--- config.mk ---
export PLATFORM = sky130hd
export DESIGN_NAME = pid_temperature_pwm_controller
export DESIGN_NICKNAME = d
export VERILOG_FILES = /design/src/rtl/core/ptpc_pkg.sv /design/src/rtl/core/pid_temperature_pwm_controller.sv
export SDC_FILE = /design/constraint.sdc
export NUM_CORES = 2
export LEC_CHECK = 0
export BUFFER_PORTS_ARGS = -buffer_cell sky130_fd_sc_hd__buf_2
export CORE_ASPECT_RATIO = 1.75
export CORE_MARGIN = 2
export CORE_UTILIZATION = 50
export DETAILED_ROUTE_END_ITERATION = 10
export PLACE_DENSITY_LB_ADDON = 0.3
export SLEW_MARGIN = 20
export SYNTH_ARGS = -nofsm -noshare
export SYNTH_HDL_FRONTEND = slang
export SYNTH_SLANG_ARGS = --single-unit
--- constraint.sdc ---
create_clock -name clk_i -period 6.9 [get_ports clk_i]
set_input_delay 1.38 -clock clk_i [delete_from_list [all_inputs] [get_ports clk_i]]
set_output_delay 1.38 -clock clk_i [all_outputs]
set_load 0.01 [all_outputs]
--- src/rtl/core/ptpc_pkg.sv ---
// ----------------------------------------------------------------------------
// ptpc_pkg
// Shared types and constants of the PID temperature PWM controller: word
// formats, register indexes, opcodes, sequencer states and datapath widths.
// ----------------------------------------------------------------------------
package ptpc_pkg;

  // Datapath sizing
  localparam int PWM_WIDTH = 10;
  localparam int SUM_WIDTH = 32;

  localparam int TEMP_W   = 12;
  localparam int ERR_W    = TEMP_W + 1;
  localparam int DELTA_W  = ERR_W + 1;
  localparam int MAG_W    = ERR_W;
  localparam int GAIN_W   = 16;
  localparam int TICK_W   = 16;
  localparam int OFFSET_W = 11;
  localparam int PROD_W   = MAG_W + GAIN_W;
  localparam int DIV_W    = (SUM_WIDTH > PROD_W) ? SUM_WIDTH : PROD_W;
  localparam int CNT_W    = $clog2(DIV_W);
  localparam int DEN_W    = GAIN_W + 4;
  localparam int ACC_W    = DIV_W + 3;

  // Configuration port
  localparam int CFG_W     = 16;
  localparam int CFG_IDX_W = 3;

  localparam logic [CFG_IDX_W-1:0] CFG_SETPOINT  = 3'd0;
  localparam logic [CFG_IDX_W-1:0] CFG_GAIN_PROP = 3'd1;
  localparam logic [CFG_IDX_W-1:0] CFG_SAMPLE_MS = 3'd2;
  localparam logic [CFG_IDX_W-1:0] CFG_INT_TIME  = 3'd3;
  localparam logic [CFG_IDX_W-1:0] CFG_GAIN_DER  = 3'd4;
  localparam logic [CFG_IDX_W-1:0] CFG_PWM_PER   = 3'd5;
  localparam logic [CFG_IDX_W-1:0] CFG_OFFSET    = 3'd6;

  // Register reset values
  localparam int SETPOINT_RST  = 370;
  localparam int GAIN_PROP_RST = 474;
  localparam int SAMPLE_MS_RST = 500;
  localparam int INT_TIME_RST  = 370;
  localparam int GAIN_DER_RST  = 23;
  localparam int PWM_PER_RST   = 200;
  localparam int OFFSET_RST    = 1;

  // Divide by ten as multiply by reciprocal; exact for all 16-bit values
  localparam logic [TICK_W-1:0] RECIP10 = 16'd52429;
  localparam int RECIP10_SH = 19;
  localparam int THR_W      = 2 * TICK_W - RECIP10_SH;
  localparam int THR_RST    = SAMPLE_MS_RST / 10;

  // Q8.8 gain scaled by ten
  localparam int PD_DIVISOR = 256 * 10;

  // P and D scaling: drop the Q8.8 fraction, then divide by ten through a
  // reciprocal that is exact below 2^22
  localparam int PD_SHIFT    = 8;
  localparam int PD_SCL_W    = PROD_W - PD_SHIFT;
  localparam int RECIP10_W   = 20;
  localparam logic [RECIP10_W-1:0] RECIP10_WIDE = 20'd838861;
  localparam int RECIP10_WIDE_SH = 23;
  localparam int PD_MUL_W    = PD_SCL_W + RECIP10_W;

  typedef enum logic [1:0] {
    OP_TICK   = 2'd0,
    OP_PWM    = 2'd1,
    OP_SAMPLE = 2'd2
  } opcode_e;

  typedef enum logic [5:0] {
    ST_IDLE   = 6'b000001,
    ST_MULT   = 6'b000010,
    ST_LOAD   = 6'b000100,
    ST_DIV    = 6'b001000,
    ST_ACC    = 6'b010000,
    ST_FINISH = 6'b100000
  } state_e;

  typedef enum logic [1:0] {
    TERM_P = 2'd0,
    TERM_D = 2'd1,
    TERM_I = 2'd2
  } term_e;

  typedef struct packed {
    logic [1:0]               opcode;
    logic signed [TEMP_W-1:0] temperature;
  } in_word_t;

  typedef struct packed {
    logic                 pwm_level;
    logic [PWM_WIDTH-1:0] duty;
    logic                 control_updated;
  } out_word_t;

endpackage

--- src/rtl/core/pid_temperature_pwm_controller.sv ---
// ----------------------------------------------------------------------------
// pid_temperature_pwm_controller
// Positional PID temperature controller with a counter-based PWM output.
// A control step runs P and D through one shared multiplier and a reciprocal
// scale, and I through a bit-serial restoring divider under a small sequencer.
// ----------------------------------------------------------------------------
// Interval ticks, PWM ticks, early samples and ignored words give their result
//   in the cycle after acceptance; such words go one per cycle while the output
//   is not stalled. A sample that runs a control step passes P and D each through
//   multiply, load and accumulate states; the divider retires one quotient bit
//   per cycle for I, which is skipped when integral time is zero. Input stalls meanwhile.
// Reset: control state clears, datapath registers are not reset; configuration registers load defaults.
module pid_temperature_pwm_controller
  import ptpc_pkg::*;
(
  input  logic                 clk_i,
  input  logic                 rst_ni,
  // input words
  input  logic                 in_valid_i,
  output logic                 in_stall_o,
  input  in_word_t             in_data_i,
  // result words
  output logic                 out_valid_o,
  input  logic                 out_stall_i,
  output out_word_t            out_data_o,
  // configuration writes
  input  logic                 cfg_we_i,
  input  logic [CFG_IDX_W-1:0] cfg_idx_i,
  input  logic [CFG_W-1:0]     cfg_wdata_i
);

  // Configuration registers
  logic signed [TEMP_W-1:0]   setpoint_q;
  logic [GAIN_W-1:0]          kp_q;
  logic [THR_W-1:0]           thr_q;
  logic [GAIN_W-1:0]          it_q;
  logic [GAIN_W-1:0]          kd_q;
  logic [PWM_WIDTH-1:0]       period_q;
  logic signed [OFFSET_W-1:0] offset_q;
  logic [2*TICK_W-1:0]        thr_prod;

  // Controller state
  state_e                       state_q, state_d;
  term_e                        term_q, term_d;
  logic [TICK_W-1:0]            interval_q, interval_d;
  logic signed [SUM_WIDTH-1:0]  err_sum_q, err_sum_d;
  logic signed [ERR_W-1:0]      prev_err_q, prev_err_d;
  logic [PWM_WIDTH-1:0]         duty_q, duty_d;
  logic [PWM_WIDTH-1:0]         pwm_cnt_q, pwm_cnt_d;
  logic                         level_q, level_d;
  logic                         out_valid_q, out_valid_d;

  // Datapath registers
  out_word_t                    out_q, out_d;
  logic signed [ERR_W-1:0]      e_q, e_d;
  logic signed [DELTA_W-1:0]    delta_q, delta_d;
  logic [PROD_W-1:0]            prod_q, prod_d;
  logic [DIV_W-1:0]             quo_q, quo_d;
  logic [DEN_W-1:0]             rem_q, rem_d;
  logic [DEN_W-1:0]             den_q, den_d;
  logic [CNT_W-1:0]             cnt_q, cnt_d;
  logic                         neg_q, neg_d;
  logic signed [ACC_W-1:0]      acc_q, acc_d;

  // Combinational helpers
  logic                         in_acc;
  logic                         step_c;
  logic signed [ERR_W-1:0]      e_c;
  logic signed [DELTA_W-1:0]    delta_c;
  logic signed [SUM_WIDTH:0]    sum_wide;
  logic signed [SUM_WIDTH-1:0]  sum_sat;
  logic [PWM_WIDTH:0]           pwm_inc;
  logic [PWM_WIDTH-1:0]         pwm_next;
  logic                         level_next;
  logic [MAG_W-1:0]             e_mag;
  logic [DELTA_W-1:0]           d_abs;
  logic [MAG_W-1:0]             mul_a;
  logic [GAIN_W-1:0]            mul_b;
  logic [PD_SCL_W-1:0]          pd_scaled;
  logic [PD_MUL_W-1:0]          pd_mul;
  logic [DIV_W-1:0]             pd_quot;
  logic [SUM_WIDTH-1:0]         s_abs;
  logic [DEN_W-1:0]             it10;
  logic [DEN_W:0]               div_shift;
  logic [DEN_W+1:0]             div_diff;
  logic                         div_fits;
  logic signed [ACC_W-1:0]      q_ext;
  logic signed [ACC_W-1:0]      ctl_out;
  logic signed [ACC_W-1:0]      period_ext;
  logic [PWM_WIDTH-1:0]         duty_clamp;
  logic                         load_out;

  // Handshake: busy during a step, or result register full and held
  assign in_stall_o  = (state_q != ST_IDLE) | (out_valid_q & out_stall_i);
  assign in_acc      = in_valid_i & ~in_stall_o;
  assign out_valid_o = out_valid_q;
  assign out_data_o  = out_q;

  // Reduce sample period to 10 ms ticks when it is written
  assign thr_prod = cfg_wdata_i[TICK_W-1:0] * RECIP10;

  // Write configuration registers
  always_ff @(posedge clk_i or negedge rst_ni) begin
    if (!rst_ni) begin
      setpoint_q <= TEMP_W'(SETPOINT_RST);
      kp_q       <= GAIN_W'(GAIN_PROP_RST);
      thr_q      <= THR_W'(THR_RST);
      it_q       <= GAIN_W'(INT_TIME_RST);
      kd_q       <= GAIN_W'(GAIN_DER_RST);
      period_q   <= PWM_WIDTH'(PWM_PER_RST);
      offset_q   <= OFFSET_W'(OFFSET_RST);
    end else if (cfg_we_i) begin
      unique case (cfg_idx_i)
        CFG_SETPOINT:  setpoint_q <= cfg_wdata_i[TEMP_W-1:0];
        CFG_GAIN_PROP: kp_q       <= cfg_wdata_i[GAIN_W-1:0];
        CFG_SAMPLE_MS: thr_q      <= thr_prod[2*TICK_W-1:RECIP10_SH];
        CFG_INT_TIME:  it_q       <= cfg_wdata_i[GAIN_W-1:0];
        CFG_GAIN_DER:  kd_q       <= cfg_wdata_i[GAIN_W-1:0];
        CFG_PWM_PER:   period_q   <= cfg_wdata_i[PWM_WIDTH-1:0];
        CFG_OFFSET:    offset_q   <= cfg_wdata_i[OFFSET_W-1:0];
        default: ;
      endcase
    end
  end

  // Error, error delta and saturated error sum at sample acceptance
  assign step_c   = interval_q >= TICK_W'(thr_q);
  assign e_c      = {setpoint_q[TEMP_W-1], setpoint_q}
                  - {in_data_i.temperature[TEMP_W-1], in_data_i.temperature};
  assign delta_c  = {e_c[ERR_W-1], e_c} - {prev_err_q[ERR_W-1], prev_err_q};
  assign sum_wide = {err_sum_q[SUM_WIDTH-1], err_sum_q}
                  + {{(SUM_WIDTH+1-ERR_W){e_c[ERR_W-1]}}, e_c};

  always_comb begin
    if (sum_wide[SUM_WIDTH] != sum_wide[SUM_WIDTH-1]) begin
      sum_sat = sum_wide[SUM_WIDTH] ? {1'b1, {(SUM_WIDTH-1){1'b0}}}
                                    : {1'b0, {(SUM_WIDTH-1){1'b1}}};
    end else begin
      sum_sat = sum_wide[SUM_WIDTH-1:0];
    end
  end

  // Advance the PWM counter and wrap at the period
  assign pwm_inc    = {1'b0, pwm_cnt_q} + (PWM_WIDTH+1)'(1);
  assign pwm_next   = (pwm_inc >= {1'b0, period_q}) ? '0 : pwm_inc[PWM_WIDTH-1:0];
  assign level_next = pwm_next < duty_q;

  // Multiplier operands: magnitude of error or delta times a gain
  assign e_mag = e_q[ERR_W-1] ? MAG_W'(-e_q) : MAG_W'(e_q);
  assign d_abs = delta_q[DELTA_W-1] ? DELTA_W'(-delta_q) : DELTA_W'(delta_q);
  assign mul_a = (term_q == TERM_P) ? e_mag : d_abs[MAG_W-1:0];
  assign mul_b = (term_q == TERM_P) ? kp_q : kd_q;

  // Scale the P or D product down by 2560: shift out the fraction, then
  // multiply by the reciprocal of ten
  assign pd_scaled = prod_q[PROD_W-1:PD_SHIFT];
  assign pd_mul    = pd_scaled * RECIP10_WIDE;
  assign pd_quot   = DIV_W'(pd_mul[PD_MUL_W-1:RECIP10_WIDE_SH]);

  // Divider operands for the integral term
  assign s_abs = err_sum_q[SUM_WIDTH-1] ? SUM_WIDTH'(-err_sum_q) : SUM_WIDTH'(err_sum_q);
  assign it10  = ({4'b0000, it_q} << 3) + ({4'b0000, it_q} << 1);

  // Restoring divide step: one quotient bit per cycle
  assign div_shift = {rem_q, quo_q[DIV_W-1]};
  assign div_diff  = {1'b0, div_shift} - {2'b00, den_q};
  assign div_fits  = ~div_diff[DEN_W+1];

  // Zero-extend the quotient magnitude; its sign is applied at accumulation (truncation toward zero)
  assign q_ext = {{(ACC_W-DIV_W){1'b0}}, quo_q};

  // Sum with bias and clamp to the PWM range; a negative sum gives a duty of one
  assign ctl_out    = acc_q + {{(ACC_W-OFFSET_W){offset_q[OFFSET_W-1]}}, offset_q};
  assign period_ext = {{(ACC_W-PWM_WIDTH){1'b0}}, period_q};

  always_comb begin
    if (ctl_out > period_ext) begin
      duty_clamp = period_q;
    end else if (ctl_out[ACC_W-1]) begin
      duty_clamp = PWM_WIDTH'(1);
    end else begin
      duty_clamp = ctl_out[PWM_WIDTH-1:0];
    end
  end

  // Sequencer and next-state logic
  always_comb begin
    state_d     = state_q;
    term_d      = term_q;
    interval_d  = interval_q;
    err_sum_d   = err_sum_q;
    prev_err_d  = prev_err_q;
    duty_d      = duty_q;
    pwm_cnt_d   = pwm_cnt_q;
    level_d     = level_q;
    out_valid_d = out_valid_q;
    out_d       = out_q;
    e_d         = e_q;
    delta_d     = delta_q;
    prod_d      = prod_q;
    quo_d       = quo_q;
    rem_d       = rem_q;
    den_d       = den_q;
    cnt_d       = cnt_q;
    neg_d       = neg_q;
    acc_d       = acc_q;
    load_out    = 1'b0;

    // Drop the result word once taken
    if (out_valid_q && !out_stall_i) begin
      out_valid_d = 1'b0;
    end

    unique case (state_q)
      ST_IDLE: begin
        if (in_acc) begin
          case (in_data_i.opcode)
            OP_TICK: begin
              if (interval_q != '1) begin
                interval_d = interval_q + TICK_W'(1);
              end
              load_out = 1'b1;
            end
            OP_PWM: begin
              pwm_cnt_d = pwm_next;
              level_d   = level_next;
              load_out  = 1'b1;
            end
            OP_SAMPLE: begin
              if (step_c) begin
                e_d        = e_c;
                delta_d    = delta_c;
                err_sum_d  = sum_sat;
                prev_err_d = e_c;
                interval_d = '0;
                acc_d      = '0;
                term_d     = TERM_P;
                state_d    = ST_MULT;
              end else begin
                load_out = 1'b1;
              end
            end
            default: load_out = 1'b1;
          endcase
        end
      end
      ST_MULT: begin
        prod_d  = mul_a * mul_b;
        state_d = ST_LOAD;
      end
      ST_LOAD: begin
        rem_d = '0;
        cnt_d = CNT_W'(DIV_W - 1);
        if (term_q == TERM_I) begin
          quo_d   = DIV_W'(s_abs);
          den_d   = it10;
          neg_d   = err_sum_q[SUM_WIDTH-1];
          state_d = ST_DIV;
        end else begin
          quo_d   = pd_quot;
          neg_d   = (term_q == TERM_P) ? e_q[ERR_W-1] : delta_q[DELTA_W-1];
          state_d = ST_ACC;
        end
      end
      ST_DIV: begin
        rem_d = div_fits ? div_diff[DEN_W-1:0] : div_shift[DEN_W-1:0];
        quo_d = {quo_q[DIV_W-2:0], div_fits};
        if (cnt_q == '0) begin
          state_d = ST_ACC;
        end else begin
          cnt_d = cnt_q - CNT_W'(1);
        end
      end
      ST_ACC: begin
        acc_d = neg_q ? (acc_q - q_ext) : (acc_q + q_ext);
        case (term_q)
          TERM_P: begin
            term_d  = TERM_D;
            state_d = ST_MULT;
          end
          TERM_D: begin
            term_d  = TERM_I;
            state_d = (it_q == '0) ? ST_FINISH : ST_LOAD;
          end
          default: state_d = ST_FINISH;
        endcase
      end
      ST_FINISH: begin
        duty_d                = duty_clamp;
        out_d.pwm_level       = level_q;
        out_d.duty            = duty_clamp;
        out_d.control_updated = 1'b1;
        out_valid_d           = 1'b1;
        state_d               = ST_IDLE;
      end
      default: state_d = ST_IDLE;
    endcase

    // Present the result of a word that runs no control step
    if (load_out) begin
      out_d.pwm_level       = level_d;
      out_d.duty            = duty_q;
      out_d.control_updated = 1'b0;
      out_valid_d           = 1'b1;
    end
  end

  // Control state
  always_ff @(posedge clk_i or negedge rst_ni) begin
    if (!rst_ni) begin
      state_q     <= ST_IDLE;
      term_q      <= TERM_P;
      interval_q  <= '0;
      err_sum_q   <= '0;
      prev_err_q  <= '0;
      duty_q      <= '0;
      pwm_cnt_q   <= '0;
      level_q     <= 1'b0;
      out_valid_q <= 1'b0;
    end else begin
      state_q     <= state_d;
      term_q      <= term_d;
      interval_q  <= interval_d;
      err_sum_q   <= err_sum_d;
      prev_err_q  <= prev_err_d;
      duty_q      <= duty_d;
      pwm_cnt_q   <= pwm_cnt_d;
      level_q     <= level_d;
      out_valid_q <= out_valid_d;
    end
  end

  // Datapath payload
  always_ff @(posedge clk_i) begin
    out_q   <= out_d;
    e_q     <= e_d;
    delta_q <= delta_d;
    prod_q  <= prod_d;
    quo_q   <= quo_d;
    rem_q   <= rem_d;
    den_q   <= den_d;
    cnt_q   <= cnt_d;
    neg_q   <= neg_d;
    acc_q   <= acc_d;
  end

  // A step never overlaps a pending result word
  assert property (@(posedge clk_i) disable iff (!rst_ni)
    (state_q != ST_IDLE) |-> !out_valid_q)
    else $error("result word pending during control step");

  // A stepping sample leaves the result register empty
  assert property (@(posedge clk_i) disable iff (!rst_ni)
    (in_acc && (in_data_i.opcode == OP_SAMPLE) && step_c) |=> !out_valid_q)
    else $error("result word shown at start of control step");

  // Divider remainder stays below the divisor
  assert property (@(posedge clk_i) disable iff (!rst_ni)
    (state_q == ST_DIV) |-> (rem_q < den_q))
    else $error("divider remainder out of range");

  // Finishing a step presents an updated result word
  assert property (@(posedge clk_i) disable iff (!rst_ni)
    (state_q == ST_FINISH) |=> (out_valid_q && out_q.control_updated))
    else $error("control step finished without result word");

endmodule
Word level (Yosys, flattened, before mapping):

Index checks and enable logic that the tools add are counted.

* flip-flop bits (word level): 366
* bits in latches: 0
* memory bits (writable): 0
* ROM bits: 0
* input bits: 38
* output and inout bits: 14
* logic and storage cells: 159
* memories kept: 0

* add/subtract/negate cells: 14
* $mul: 3
* divide/modulo/power cells: 0
* order comparisons: 4
* equality and inequality tests: 27
* shift operators: 0
* multiplexer cells: 51
* bitwise operators: 5
* reduce and logical (&&, ||, !) cells: 27

Operator list (count)
* 2-to-1 mux 35 bit: 4
* 2-to-1 mux 32 bit: 4
* case mux 35 bit (2 select lines): 1
* case mux 32 bit (2 select lines): 1
* 2-to-1 mux 16 bit: 3
* multiplier 21 x 20 -> 41 bit, second input constant: 1
* case mux 20 bit (2 select lines): 1
* 2-to-1 mux 13 bit: 3
* adder 35 x 33 -> 35 bit: 1
* adder 35 bit: 1
* greater-than comparator 35 x 11 -> 1 bit: 1
* subtractor 35 x 33 -> 35 bit: 1
* adder 32 x 13 -> 33 bit: 1
* multiplier 16 x 16 -> 32 bit, second input constant: 1
* negator 32 bit: 1
* case mux 16 bit (2 select lines): 1
* 2-to-1 mux 10 bit: 3
* 2-to-1 mux 6 bit: 5
* case mux 6 bit (5 select lines): 1
* multiplier 13 x 16 -> 29 bit: 1
* negator 13 bit: 2
* 2-to-1 mux 12 bit: 2
* subtractor 21 x 20 -> 22 bit: 1
* adder 19 x 17 -> 20 bit: 1
* 47 further kinds: 89

Logic depth before layout (Yosys ltp):

* depth in word-level cells: 8
* depth in mapped cells: 32
* depth with buffers taken out: 31

Least setup slack after synthesis:

Ideal clock, no wire load.

* path type: input -> register
* start point: in in_data_i[0] in the netlist's numbering
* end point: reg err_sum_q[0]
* setup time: 0.131 ns
* arrival time: 7.250 ns
* required time: 6.769 ns
* slack: -0.481 ns
* stages on the path: 28
* buffers on the path: 1
* cells stage by stage: ha_1 inv_1 fa_1 nand2_1 nand2_1 a21oi_1 o21ai_0 a21oi_1 o21ai_0 a21oi_1 o21bai_1 a21oi_1 nor3b_1 a211oi_1 ha_1 a21o_1 a21oi_1 o21bai_1 a21oi_1 o221ai_2 a31oi_1 a2111oi_4 o21ai_1 a41oi_2 or2_1 nand2_1 buf_2 o22ai_1

* word-level cells in the longest chain between the ends: 4
* elaborated cells on any way between the ends: 5
* classes of those cells: add/sub: 2; eq/ne: 1; mux: 2

Ends and longest elaborated chain
* from (decl): line pid_temperature_pwm_controller.sv:21 `input in_word_t in_data_i,`
* subtractor 12 x 12 -> 13 bit (*): line pid_temperature_pwm_controller.sv:129 `- {in_data_i.temperature[TEMP_W-1], in_data_i.temperature};`
* via e_c[12]: line pid_temperature_pwm_controller.sv:68 `logic signed [ERR_W-1:0] e_c;`
* adder 32 x 13 -> 33 bit (*): line pid_temperature_pwm_controller.sv:132 `+ {{(SUM_WIDTH+1-ERR_W){e_c[ERR_W-1]}}, e_c};`
* 2-to-1 mux 32 bit / inequality test 1 bit (equally long branches): line pid_temperature_pwm_controller.sv:136, pid_temperature_pwm_controller.sv:135
* 2-to-1 mux 32 bit (*): line pid_temperature_pwm_controller.sv:135 `if (sum_wide[SUM_WIDTH] != sum_wide[SUM_WIDTH-1]) begin`
* to (signal assigned): line pid_temperature_pwm_controller.sv:324 `err_sum_q <= err_sum_d;`
* to (decl): line pid_temperature_pwm_controller.sv:46 `logic signed [SUM_WIDTH-1:0] err_sum_q, err_sum_d;`

The timed path passes the listed nets; every way through them passes the cells marked *.
A chain may end at the register's enable or synchronous reset.

Worst setup path after layout:

* start point: reg e_q[2]
* end point: reg prod_q[28] (data pin)

* word-level cells in the longest chain between the ends: 4

Ends and longest elaborated chain
* from (decl): line pid_temperature_pwm_controller.sv:55 `logic signed [ERR_W-1:0] e_q, e_d;`
* from (signal assigned): line pid_temperature_pwm_controller.sv:336 `e_q <= e_d;`
* negator 13 bit: line pid_temperature_pwm_controller.sv:149 `assign e_mag = e_q[ERR_W-1] ? MAG_W'(-e_q) : MAG_W'(e_q);`
* 2-to-1 mux 13 bit (*): line pid_temperature_pwm_controller.sv:149
* 2-to-1 mux 13 bit (*): line pid_temperature_pwm_controller.sv:151 `assign mul_a = (term_q == TERM_P) ? e_mag : d_abs[MAG_W-1:0];`
* multiplier 13 x 16 -> 29 bit (*): line pid_temperature_pwm_controller.sv:248 `prod_d = mul_a * mul_b;`
* to (signal assigned): line pid_temperature_pwm_controller.sv:338 `prod_q <= prod_d;`
* to (decl): line pid_temperature_pwm_controller.sv:57 `logic [PROD_W-1:0] prod_q, prod_d;`

Mark *: on every way between the ends. The rest lies on a longest branch, timed or not.

==> summary.md <==
| Metric | Value |
|---|---|
| Outcome | `finished clean` |
| Total Wirelength | `113000 um` |
| Min-Delay Endpoint | `thr_q[4]` |
| Pint | `10.3 mW` |
| Top cell by count, worst path | `fa_1` |
| Post-Syn Area | `42300 um^2` |
| Cell Rows | `141` |
| Finished Cell Area | `48300 um^2` |
| Top FF cell, synth | `edfxtp_1` |
| Final Critical Period | `6890 ps` |
| Register area share after synthesis | `23.2%` |
| Worst setup SP type | `flip-flop` |
| Number of detailed-routing iterations run before antenna repair | `5` |
| Clk_skew | `37.6 ps` |
| Comb pwr share | `71.9%` |
| Gr usage total | `26.3%` |
| CP Max Fanout | `4` |
| Avg Inst Size Synth | `9.42 um^2` |
| CTS H-tree lvls | `2` |
| Crit share post-route | `99.8%` |
| Cells on worst reg2reg path | `31` |
| Yosys warning total | `0` |
| Worst hold start | `thr_q[4]` |
| Routed Antenna Nets | `0` |
| Die area | `87000 um^2` |
| CP Buf/Inv Count | `7` |
| Die height | `389 um` |
| Power per Cell Area | `386 nW/um^2` |
| Residual DRC | `0` |
| Fraction of registers with async set/reset | `51.8%` |
| Chip width | `224 um` |
| DPL Wire Length | `93700 um` |
| Final net count | `5856` |
| RSZ-0062 raised after global routing | `true` |
| Flops & latches, synth | `357` |
| Fmax | `145 MHz` |
| CTS tree | `built` |
| Relative max-transition margin | `25.4%` |
| Gp weighted congestion | `1.04` |
| Synth-to-Final Area Change | `14.2%` |
| Worst hold path type | `reg2reg` |
| Placed cell areas | `45900 um^2` |
| Global route overflow | `0` |
| Vias per cell | `5.55` |
| Share of layout cells above drive strength 1 | `15.8%` |
| Clock buffer depth | `3` |
| Reg2Reg Capture Point | `prod_q[28]` |
| Worst Tran Pin Value | `1120 ps` |
| Syn Nets | `5527` |
| Starting density of the core | `50.2%` |
| Clk_lat worst skew | `580 ps` |
| Max_cap viols | `0` |
| Crit Path Class | `reg2reg` |
| Clock root buffer | `clkbuf_16` |
| Maximum number of pins on one net before global-route repair | `65` |
| Worst Hold Depth | `2` |
| Routed WL per cell | `19.1 um` |
| Reg clk slew, reported paths | `60 ps` |
| Net Sw Frac | `44.8%` |
| First-pass GRT wire length | `179000 um` |
| Clock share of power | `11.0%` |
| Initial DRC count | `1710` |
| Pins Over Slew Limit | `0` |
| Crit-path slowest cell | `fa_1` |
| Sequential fraction of design power | `17.1%` |
| Peak VDD IR | `0.844 mV` |
| Switch Pwr | `8.34 mW` |
| IO buf count | `51` |
| CP peak stage delay | `540 ps` |
| Routed via count | `32900` |
| Yosys cell types | `90` |
| Final setup fails | `0` |
| CP arrival | `7190 ps` |
| Worst R2R Setup Slack | `10 ps` |
| Top delay family on crit path | `adder cells` |
| Clk sinks | `357` |
| Pleak | `23.3 nW` |
| Total core area | `84200 um^2` |
| Post-synth EDFFs | `171` |
| TritonCTS Buffers | `36` |
| Worst reg2reg startpoint | `e_q[2]` |
| Req. time, crit path | `7200 ps` |
| Mapped Cells | `4487` |
| Critical path capture point type | `flip-flop` |
| CTS Hold Bufs | `0` |
| Final setup TNS | `0 ps` |
| I/O pin count | `52` |
| Final Hold Fails | `0` |
| Initial antenna violation count | `3` |
| Vias in the first global route | `34900` |
==> layer usage <==
| layer | part of all wire, % | global-route usage [%] | vias to the layer above |
|---|---|---|---|
| met5 | 0.0097 | 0 | - |
| met4 | 7.6 | 17.3 | 2 |
| met3 | 3.2 | 2.38 | 331 |
| met2 | 53 | 49.8 | 777 |
| met1 | 36 | 27.5 | 16100 |
| li1 | - | - | 15700 |
==> how the worst max path moves through the flow <==
stage | start | to | slack (ps) | cells past startpoint
floorplan | e_q[1] | prod_q[28] | 8 | 31
global placement | cfg_wdata_i[3] | thr_q[12] | -170 | 22
detailed placement | cfg_wdata_i[3] | thr_q[12] | -280 | 22
CTS | e_q[3] | prod_q[28] | 0.6 | 30
global route | e_q[2] | prod_q[28] | -230 | 31
finish | e_q[2] | prod_q[28] | 10 | 31
==> flip-flops by register name (all words and copies together), names as in the netlist, 5 cells and up <==
register    flops
duty_q         10
e_q            13
setpoint_q     12
cnt_q           5
kd_q           16
thr_q          13
state_q         6
it_q           16
den_q          19
offset_q       11
out_data_o     12
acc_q          35
rem_q          20
kp_q           16
prod_q         21
delta_q        14
pwm_cnt_q      10
interval_q     16
prev_err_q     13
period_q       10
quo_q          32
err_sum_q      32
==> power groups by stage <==
stage | clock network [mW] | logic (mW) | registers, mW
detailed placement | 0 | 12.4 | 3.22
global placement | 0 | 12.1 | 3.21
finish | 2.05 | 13.4 | 3.18
CTS | 2.09 | 12.9 | 3.18
floorplan | 0 | 8.42 | 3.12
global route | 2.15 | 15.0 | 3.22
==> tightest hold or removal path, stage by stage (launching register included) <==
cell     delay (ps)
dfstp_2         370
nand2_1          40
o21ai_0          60
==> synth_stat cells (all sizes together), types with 43 or more instances <==
| library cell | number | area [um^2] |
|---|---|---|
| clkbuf | 82 | 308 |
| mux2 | 91 | 1020 |
| dfrtp | 157 | 3930 |
| xnor2 | 160 | 1400 |
| mux2i | 52 | 521 |
| ha | 613 | 7670 |
| o21ai | 245 | 1230 |
| nand2 | 357 | 1350 |
| inv | 770 | 2890 |
| a21oi | 204 | 1020 |
| xor2 | 109 | 955 |
| edfxtp | 171 | 5130 |
| a21o | 92 | 691 |
| nand2b | 43 | 269 |
| nand3 | 67 | 335 |
| nor3 | 46 | 230 |
| fa | 389 | 7790 |
| nor2 | 342 | 1290 |
==> kinds of logic after synthesis <==
family	after synthesis	synth area share, %
buf+inv	868	7.75
xor+xnor	269	5.57
fa+ha+maj	1003	36.6
compound gates	795	11.8
mux	143	3.66
flops	357	23.2
simple gates	1052	11.4
==> through the flow <==
stage | power [mW] | utilization [%] | hold WS, ps | setup WS (ps) | cells
floorplan | 11.5 | - | 450 | 8.06 | 4487
global placement | 15.3 | 54.6 | 446 | -172 | 5816
detailed placement | 15.6 | 54.6 | 470 | -280 | 5816
CTS | 18.1 | 56.4 | 484 | 0.585 | 5896
global route | 20.4 | 57.4 | 499 | -225 | 5918
finish | 18.6 | 57.4 | 480 | 14.9 | 5919
==> placed cells by master (no fill, tap or decap), types with 19 or more instances in the layout <==
master	Yosys	final
nor2b_1	35	35
a21oi_1	203	192
o21a_1	24	24
clkbuf_16	0	37
nand4_1	30	30
mux2i_1	52	52
buf_2	9	50
xor2_1	109	108
o21ai_1	48	49
a31oi_1	25	24
nand2b_1	43	43
inv_2	0	26
o21bai_1	21	21
ha_4	0	30
mux2_2	91	90
inv_1	770	742
nor3_1	46	40
ha_1	613	576
nand3_1	67	65
o21ai_0	197	187
fa_2	0	19
dfstp_2	28	28
nor2_1	341	333
dfrtp_1	157	157
and2_1	21	19
xnor2_1	160	158
o31ai_1	29	24
buf_4	2	321
nand2_1	356	348
fa_1	389	370
a211oi_1	32	27
edfxtp_1	171	171
and3_1	21	21
a21o_1	92	92
==> cell type report <==
cell class	count	area (um^2)
antenna	3	7.51
clock buffer	48	977
clock inverter	18	204
fill	7275	35900
inverter	770	2900
multi-input combinational	3262	30100
sequential	357	9820
tap	1072	1340
timing repair buffer	389	2920
==> timing repair <==
action,4_1_cts,5_1_grt
setup endpoints to repair,10,17
pin swaps,31,114
buffers inserted,14,23
hold endpoints to repair,0,0
gates resized for setup,46,142
Note: power is estimated with default switching activity, not from simulation.
